===== src/sld_pkg.sv =====
// Shared types, constants and lookup functions for the status LED breathing dimmer.
`timescale 1ns / 1ps
`default_nettype none

package sld_pkg;

  // Fixed-point format of the breathing factor
  localparam int unsigned FRAC_BITS    = 8;
  localparam int unsigned FACTOR_W     = FRAC_BITS + 1;
  localparam int unsigned FACTOR_COUNT = 25;
  localparam int unsigned IDX_W        = 5;

  // Breathe step counter
  localparam int unsigned STEP_COUNT = 48;
  localparam int unsigned STEP_HALF  = STEP_COUNT / 2;
  localparam int unsigned STEP_W     = 6;

  // Item kinds on the input channel
  localparam logic FUNC_SET  = 1'b0;
  localparam logic FUNC_TICK = 1'b1;

  // Breathe modes
  localparam logic [1:0] MODE_OFF  = 2'd0;
  localparam logic [1:0] MODE_SLOW = 2'd1;
  localparam logic [1:0] MODE_FAST = 2'd2;

  // Highest valid status code
  localparam logic [3:0] STATUS_MAX = 4'd9;

  typedef logic [FACTOR_COUNT-1:0][FACTOR_W-1:0] factor_tab_t;

  // One result transaction
  typedef struct packed {
    logic [7:0] red;
    logic [7:0] green;
    logic [7:0] blue;
    logic       updated;
    logic       bad_status;
  } sld_result_t;

  // Cosine-shaped breathing curve in thousandths, full level down to dark
  localparam int unsigned FACTOR_MILLI [FACTOR_COUNT] = '{
    1000, 996, 983, 962, 933, 897, 854, 804, 750, 691,
    629, 565, 500, 435, 371, 309, 250, 196, 146, 103,
    67, 38, 17, 4, 0
  };

  // Rounded fixed-point factors, worked out at elaboration
  function automatic factor_tab_t build_factors();
    factor_tab_t t;
    for (int i = 0; i < FACTOR_COUNT; i++) begin
      t[i] = FACTOR_W'(((longint'(FACTOR_MILLI[i]) << FRAC_BITS) + 500) / 1000);
    end
    return t;
  endfunction

  localparam factor_tab_t FACTOR_TABLE = build_factors();

  // Color per status code, R in the top byte
  function automatic logic [23:0] color_of(input logic [3:0] status);
    logic [23:0] c;
    case (status)
      4'd0:    c = 24'h0000FF;
      4'd1:    c = 24'hFF00FF;
      4'd2:    c = 24'hFF0000;
      4'd3:    c = 24'h00FF00;
      4'd4:    c = 24'hFFFFFF;
      4'd5:    c = 24'h00FFFF;
      4'd6:    c = 24'hFFA500;
      4'd7:    c = 24'hFFFF00;
      4'd8:    c = 24'h00FFFF;
      default: c = 24'h000000;
    endcase
    return c;
  endfunction

  // Breathe mode per status code
  function automatic logic [1:0] mode_of(input logic [3:0] status);
    logic [1:0] m;
    case (status)
      4'd3:    m = MODE_SLOW;
      4'd6:    m = MODE_FAST;
      4'd8:    m = MODE_SLOW;
      default: m = MODE_OFF;
    endcase
    return m;
  endfunction

endpackage

`default_nettype wire


===== src/sld_scale.sv =====
// Breathing curve lookup and per-channel color scaling.
`timescale 1ns / 1ps
`default_nettype none

module sld_scale (
  input  wire logic [23:0]                  base_color,
  input  wire logic [sld_pkg::STEP_W-1:0]   step,
  output logic      [23:0]                  scaled_color
);

  logic [sld_pkg::STEP_W-1:0]   fold;
  logic [sld_pkg::IDX_W-1:0]    idx;
  logic [sld_pkg::FACTOR_W-1:0] factor;

  // Fold the step counter into a triangle index over the curve
  always_comb begin
    if (step <= sld_pkg::STEP_W'(sld_pkg::STEP_HALF)) begin
      fold = step;
    end else begin
      fold = sld_pkg::STEP_W'(sld_pkg::STEP_COUNT) - step;
    end
    idx    = fold[sld_pkg::IDX_W-1:0];
    factor = sld_pkg::FACTOR_TABLE[idx];
  end

  // One multiplier per channel, truncated and clamped to 8 bits
  for (genvar ch = 0; ch < 3; ch++) begin : g_chan
    logic [sld_pkg::FACTOR_W+7:0] prod;
    logic [8:0]                   lvl;

    always_comb begin
      prod = factor * {{(sld_pkg::FACTOR_W){1'b0}}, base_color[ch*8 +: 8]};
      lvl  = prod[sld_pkg::FRAC_BITS +: 9];
      if (lvl > 9'd255) begin
        scaled_color[ch*8 +: 8] = 8'hFF;
      end else begin
        scaled_color[ch*8 +: 8] = lvl[7:0];
      end
    end
  end

endmodule

`default_nettype wire


===== src/sld_ctrl.sv =====
// Breathing state registers and per-transaction update logic.
`timescale 1ns / 1ps
`default_nettype none

module sld_ctrl (
  input  wire logic               clk,
  input  wire logic               rst_n,
  input  wire logic               fire,
  input  wire logic               func,
  input  wire logic [3:0]         status,
  output sld_pkg::sld_result_t    result
);

  logic [23:0]                base_color_r, base_color_nxt;
  logic [1:0]                 mode_r, mode_nxt;
  logic [sld_pkg::STEP_W-1:0] step_r, step_nxt, step_inc;
  logic                       phase_r, phase_nxt;
  logic [23:0]                shown_r, shown_nxt;
  logic [23:0]                scaled_color;
  logic                       updated;
  logic                       bad_status;

  sld_scale u_scale (
    .base_color   (base_color_r),
    .step         (step_r),
    .scaled_color (scaled_color)
  );

  // Step counter wraps at the end of one breath
  always_comb begin
    if (step_r == sld_pkg::STEP_W'(sld_pkg::STEP_COUNT - 1)) begin
      step_inc = '0;
    end else begin
      step_inc = step_r + 1'b1;
    end
  end

  // Next state and result for the item in the input register
  always_comb begin
    base_color_nxt = base_color_r;
    mode_nxt       = mode_r;
    step_nxt       = step_r;
    phase_nxt      = phase_r;
    shown_nxt      = shown_r;
    updated        = 1'b0;
    bad_status     = 1'b0;
    if (func == sld_pkg::FUNC_SET) begin
      if (status > sld_pkg::STATUS_MAX) begin
        bad_status = 1'b1;
      end else begin
        base_color_nxt = sld_pkg::color_of(status);
        mode_nxt       = sld_pkg::mode_of(status);
        step_nxt       = '0;
        phase_nxt      = 1'b0;
        shown_nxt      = sld_pkg::color_of(status);
        updated        = 1'b1;
      end
    end else begin
      case (mode_r)
        sld_pkg::MODE_FAST: begin
          shown_nxt = scaled_color;
          step_nxt  = step_inc;
          updated   = 1'b1;
        end
        sld_pkg::MODE_SLOW: begin
          // slow mode steps on every second tick
          if (!phase_r) begin
            phase_nxt = 1'b1;
          end else begin
            phase_nxt = 1'b0;
            shown_nxt = scaled_color;
            step_nxt  = step_inc;
            updated   = 1'b1;
          end
        end
        default: begin
        end
      endcase
    end
  end

  // State registers, written only when the item moves on
  always_ff @(posedge clk) begin
    if (!rst_n) begin
      base_color_r <= '0;
      mode_r       <= sld_pkg::MODE_OFF;
      step_r       <= '0;
      phase_r      <= 1'b0;
      shown_r      <= '0;
    end else if (fire) begin
      base_color_r <= base_color_nxt;
      mode_r       <= mode_nxt;
      step_r       <= step_nxt;
      phase_r      <= phase_nxt;
      shown_r      <= shown_nxt;
    end
  end

  assign result.red        = shown_nxt[23:16];
  assign result.green      = shown_nxt[15:8];
  assign result.blue       = shown_nxt[7:0];
  assign result.updated    = updated;
  assign result.bad_status = bad_status;

endmodule

`default_nettype wire


===== src/status_led_breathe_dimmer.sv =====
// Top level of the status LED breathing dimmer: input register, control, result register.
`timescale 1ns / 1ps
`default_nettype none

// Status LED driver with a breathing effect. A transaction with in_tuser = 0 sets the
// status code in in_tdata[3:0] (0..9): it picks a fixed color and breathe mode and shows
// the color at full level; codes above 9 are rejected with bad_status and change nothing.
// A transaction with in_tuser = 1 is one 50 ms tick; fast mode takes a breathe step on
// every tick and slow mode on every second tick, scaling the color along a cosine curve.
// Every input transaction yields exactly one result transaction carrying the drive levels
// now shown plus the updated and bad_status flags. The block accepts one transaction per
// clock while out_tready does not hold it back; each item passes the input register, then
// the result register, which is loaded when the item moves on, and the state registers
// feed the next item directly, so back-to-back items need no gap.
// Backpressure on out_tready stalls the input once both registers hold.
module status_led_breathe_dimmer (
  input  wire logic        clk,
  input  wire logic        rst_n,
  input  wire logic        in_tvalid,
  output logic             in_tready,
  input  wire logic [7:0]  in_tdata,   // [3:0] status, [7:4] zero
  input  wire logic        in_tuser,   // [0] func
  output logic             out_tvalid,
  input  wire logic        out_tready,
  output logic [23:0]      out_tdata,  // [7:0] red, [15:8] green, [23:16] blue
  output logic [1:0]       out_tuser   // [0] updated, [1] bad_status
);

  logic                 in_valid_r, in_valid_nxt;
  logic                 in_func_r;
  logic [3:0]           in_status_r;
  logic                 out_valid_r, out_valid_nxt;
  sld_pkg::sld_result_t out_r;
  sld_pkg::sld_result_t result;
  logic                 out_free;
  logic                 fire;
  logic                 in_take;

  // Handshake: the item moves on when the result register is free
  assign out_free  = !out_valid_r || out_tready;
  assign fire      = in_valid_r && out_free;
  assign in_tready = !in_valid_r || out_free;
  assign in_take   = in_tvalid && in_tready;

  always_comb begin
    in_valid_nxt = in_valid_r;
    if (in_take) begin
      in_valid_nxt = 1'b1;
    end else if (fire) begin
      in_valid_nxt = 1'b0;
    end
    out_valid_nxt = out_valid_r;
    if (fire) begin
      out_valid_nxt = 1'b1;
    end else if (out_tready) begin
      out_valid_nxt = 1'b0;
    end
  end

  // Input register
  always_ff @(posedge clk) begin
    if (!rst_n) begin
      in_valid_r <= 1'b0;
    end else begin
      in_valid_r <= in_valid_nxt;
    end
  end

  always_ff @(posedge clk) begin
    if (in_take) begin
      in_func_r   <= in_tuser;
      in_status_r <= in_tdata[3:0];
    end
  end

  sld_ctrl u_ctrl (
    .clk    (clk),
    .rst_n  (rst_n),
    .fire   (fire),
    .func   (in_func_r),
    .status (in_status_r),
    .result (result)
  );

  // Result register
  always_ff @(posedge clk) begin
    if (!rst_n) begin
      out_valid_r <= 1'b0;
    end else begin
      out_valid_r <= out_valid_nxt;
    end
  end

  always_ff @(posedge clk) begin
    if (fire) begin
      out_r <= result;
    end
  end

  assign out_tvalid = out_valid_r;
  assign out_tdata  = {out_r.blue, out_r.green, out_r.red};
  assign out_tuser  = {out_r.bad_status, out_r.updated};

endmodule

`default_nettype wire


===== config.mk =====
export PLATFORM = sky130hd
export DESIGN_NAME = status_led_breathe_dimmer
export DESIGN_NICKNAME = d
export VERILOG_FILES = /design/src/sld_pkg.sv /design/src/sld_scale.sv /design/src/sld_ctrl.sv /design/src/status_led_breathe_dimmer.sv
export SDC_FILE = /design/constraint.sdc
export NUM_CORES = 1
export LEC_CHECK = 0
export BUFFER_PORTS_ARGS = -buffer_cell sky130_fd_sc_hd__buf_2
export CORE_ASPECT_RATIO = 1.25
export CORE_MARGIN = 4
export CORE_UTILIZATION = 35
export CTS_BUF_LIST = sky130_fd_sc_hd__clkbuf_8
export DETAILED_ROUTE_END_ITERATION = 16
export GPL_ROUTABILITY_DRIVEN = 0
export HOLD_SLACK_MARGIN = 0.06
export MAX_ROUTING_LAYER = met4
export PLACE_DENSITY_LB_ADDON = 0.05
export SYNTH_ARGS = -nofsm -noshare
export SYNTH_HDL_FRONTEND = slang
export SYNTH_SLANG_ARGS = --single-unit

===== constraint.sdc =====
create_clock -name clk -period 13.25 [get_ports clk]
set_input_delay 0.6625 -clock clk [delete_from_list [all_inputs] [get_ports clk]]
set_output_delay 0.6625 -clock clk [all_outputs]
set_load 0.1 [all_outputs]

==> results.py <==
metrics = {
    "clock_network": {
        "cts.sinks": 74,
        "cts_tree": "built",
        "clk_latency_ns": 0.37,
        "clockBufferDepth": 2,
        "h-tree-depth": 3,
        "cts_root_buffer": "clkbuf_8",
        "numCtsBuffers": 9,
        "cts_setup_buffers": 0,
        "clk_pin_slew_worst_paths_ns": 0.08,
        "post_cts_resize_count": 0,
        "hold_buffers": 0,
    },
    "worst_setup_path": {
        "start_kind": "flop",
        "worst_setup_path_end_kind": "flop",
        "rr_worst_depth": 24,
        "crit_required_ns": 13.40,
        "path_class": "flop to flop",
        "rr_endpoint": "out_tdata[10]$_DFFE_PP_",
        "path_max_fanout": 13,
        "arrival_ns": 8.53,
        "reg2reg_slack_ns": 4.87,
        "r2r_start": "u_ctrl.step_r[0]$_SDFFE_PN0P_",
    },
    "outcome": {
        "outcome": "complete, no violations",
    },
    "timing": {
        "slew_headroom_pct": 41.7,
        "fmax_mhz": 119,
        "whs_ns": 0.466,
        "setup_violations": 0,
        "hold_viol": 0,
        "finClkSkew_ns": 0.00915,
        "fin_crit_sh_pct": 63.2,
        "min_period_ns": 8.38,
        "setup-tns-final_ns": 0,
        "maxSlewViolCount": 0,
        "tightest_slew_ns": 0.875,
        "rsz0062_at_grt": "false",
    },
    "synthesis": {
        "synth_cells": 1113,
        "synth_xor_area_share_pct": 3.93,
        "yosysWarnings": 0,
        "synth_area_leaders": "fa_1 (21%), ha_1 (16%), edfxtp_1 (9.5%)",
        "synth_top_cell_by_area": "fa_1",
        "async_flop_share_pct": 0,
        "netlist.area_leader.share_pct": 20.7,
        "avgSynthCellArea_um2": 8.76,
        "synth_cell_types": 80,
        "synthFlopType": "dfxtp_1",
        "synth-compound-area-share_pct": 17.1,
        "synth-seq-area-share_pct": 18.4,
        "synth-seq-cells": 74,
        "synthesis.area_um2": 9750,
        "synth_edf_count": 31,
        "synthSimpleGateAreaFrac_pct": 13.2,
        "synth_nets": 1348,
        "muxShareOfSynthArea_pct": 1.39,
        "synth_top_family_by_area": "adder cells",
        "synth_fa_ha_area_share_pct": 36.3,
    },
    "floorplan": {
        "core_area_um2": 27600,
        "initial_core_util_pct": 35.4,
        "die-area_um2": 30600,
        "die_y_um": 195,
        "ios": 41,
        "num_rows": 68,
        "die_x_um": 157,
    },
    "power_and_ir_drop": {
        "ir_worst_vdd_mv": 0.0737,
        "cellPowerDensity_nw_per_um2": 53.3,
        "power_leakage_nw": 5.18,
    },
    "global_route": {
        "grt_pass1_vias": 7855,
        "use_met3_pct": 1.69,
        "gr-total-overflow": 0,
        "gr-usage-met1_pct": 23.7,
        "grtUsageTotal_pct": 18.1,
        "grt-busiest-layer": "met2",
        "grt_pass1_wl_um": 42800,
        "grtUsageMet2_pct": 30.2,
        "grt_max_degree": 42,
        "antenna_found_initial": 0,
    },
    "routing": {
        "ant_nets": 0,
        "num_vias": 7477,
        "drt_wl_total_um": 25500,
        "route.detailed.drc": 0,
        "routedWlPerCell_um": 17.2,
        "vias_per_cell": 5.05,
        "drtPass1Iterations": 6,
        "drtIter0Drc": 346,
    },
    "placed_design": {
        "place.detailed.hpwl_um": 20900,
        "portBuffers": 36,
        "placed_cells": 1466,
    },
    "worst_hold_path": {
        "hold_depth": 1,
        "hp-class": "input pin to flop",
        "hold_end": "in_func_r$_DFFE_PP_",
        "hold_start": "in_tuser",
    },
    "flow_run": {
        "cap_violations": 0,
    },
    "layout": {
        "final_layout_size_suffix_gt1_share_pct": 7.33,
        "n_antenna_cell": 0,
        "fillerInstances": 2916,
        "utilization_pct": 37.7,
        "syn2layout_area_growth_pct": 6.64,
        "nets": 1362,
        "final_cells": 1482,
    },
}
[synthesized netlist by cell type, types with 25 or more instances]
cell      number
ha_1         121
edfxtp_1      31
inv_1        199
o21ai_0       51
nor2_1        62
a21oi_1       93
clkbuf_1      25
dfxtp_1       43
fa_1         101
and2_1        26
nand2_1       75
[power by group]
| group | internal, mW | switching (mW) | leakage (nW) |
|---|---|---|---|
| combinational | 0.0356 | 0.0987 | 4.43 |
| clock | 0.0705 | 0.0881 | 0.0958 |
| sequential | 0.250 | 0.0114 | 0.645 |
[cell type report]
| class | count | area (um2) | share of cell area, % |
|---|---|---|---|
| clock inverters | 6 | 28.8 | 0.277 |
| inverters | 201 | 754 | 7.26 |
| repair buffers | 42 | 225 | 2.17 |
| clock buffers | 10 | 138 | 1.32 |
| well taps | 350 | 438 | 4.21 |
| multi-input cells | 799 | 7020 | 67.5 |
| flip-flops and latches | 74 | 1790 | 17.2 |
[cells in the final DEF (no fill, tap or decap), types with 12 or more instances in the layout]
cell | synthesis | final
nor3_1 | 17 | 17
nor2b_1 | 18 | 18
o31ai_1 | 12 | 12
nand3_1 | 16 | 16
nor2_1 | 62 | 62
ha_1 | 121 | 121
edfxtp_1 | 31 | 31
xnor2_1 | 20 | 20
a21oi_1 | 93 | 92
and2_1 | 26 | 26
nand2_1 | 75 | 75
fa_1 | 101 | 101
inv_1 | 199 | 202
xor2_1 | 20 | 20
buf_2 | 8 | 36
dfxtp_1 | 43 | 43
o21ai_0 | 51 | 51
nand2b_1 | 15 | 15
[kinds of logic after synthesis]
logic type               after synthesis
AND/OR/NAND/NOR                      263
AO/OA/AOI/OAI                        259
buffers and inverters                240
adder cells (fa/ha/maj)              222
flip-flops                            74
XOR/XNOR                              42
multiplexers                          13
[layer usage]
metal / wire length, um / part of all wire (%)
met4: 472 / 1.9
met2: 12700 / 50
met1: 11500 / 45
met3: 791 / 3.1
met5: 0 / 0
[per-stage QoR]
stage	power [mW]	area [um2]	setup WS, ns
after global routing	0.583	10400	4.25
after floorplan	0.365	9750	6.31
after detailed placement	0.401	10200	4.87
after CTS	0.562	10400	4.81
final	0.554	10400	4.87
after global placement	0.403	10200	4.82
[critical path, stage by stage (launching register included)]
cell	delay (ns)
dfxtp_1	0.64
inv_1	0.23
ha_1	0.38
nor2_2	0.20
xor2_1	0.66
nand2_1	0.11
a21oi_1	0.17
a2bb2oi_1	0.53
nand2_1	0.35
inv_1	0.17
fa_1	0.43
fa_1	0.53
fa_1	0.57
inv_1	0.06
fa_1	0.54
inv_1	0.04
ha_1	0.32
nand2_1	0.10
o21ai_0	0.44
o21ai_1	0.18
o221ai_2	0.35
a221oi_2	0.13
xnor2_2	0.48
a21oi_1	0.18
o31ai_1	0.35
[registers in the layout, indices dropped and copies added, names as in the netlist, named ones only]
signal,count
in_func_r,1
in_status_r,4
in_valid_r,1
out_tdata,24
out_tuser,2
out_tvalid,1
u_ctrl.base_color_r,4
u_ctrl.mode_r,2
u_ctrl.phase_r,1
u_ctrl.shown_r,24
u_ctrl.step_r,6
[worst max-delay path by stage]
stage,from,end,slack [ns],cells past startpoint
floorplan,u_ctrl.step_r[0]$_SDFFE_PN0P_,out_tdata[13]$_DFFE_PP_,6.31,29
global placement,u_ctrl.step_r[0]$_SDFFE_PN0P_,out_tdata[5]$_DFFE_PP_,4.82,25
detailed placement,u_ctrl.step_r[0]$_SDFFE_PN0P_,out_tdata[5]$_DFFE_PP_,4.87,25
CTS,u_ctrl.step_r[0]$_SDFFE_PN0P_,out_tdata[5]$_DFFE_PP_,4.81,25
global route,u_ctrl.step_r[0]$_SDFFE_PN0P_,out_tdata[10]$_DFFE_PP_,4.25,24
finish,u_ctrl.step_r[0]$_SDFFE_PN0P_,out_tdata[10]$_DFFE_PP_,4.87,24
Power figures use the tool's default switching activity.
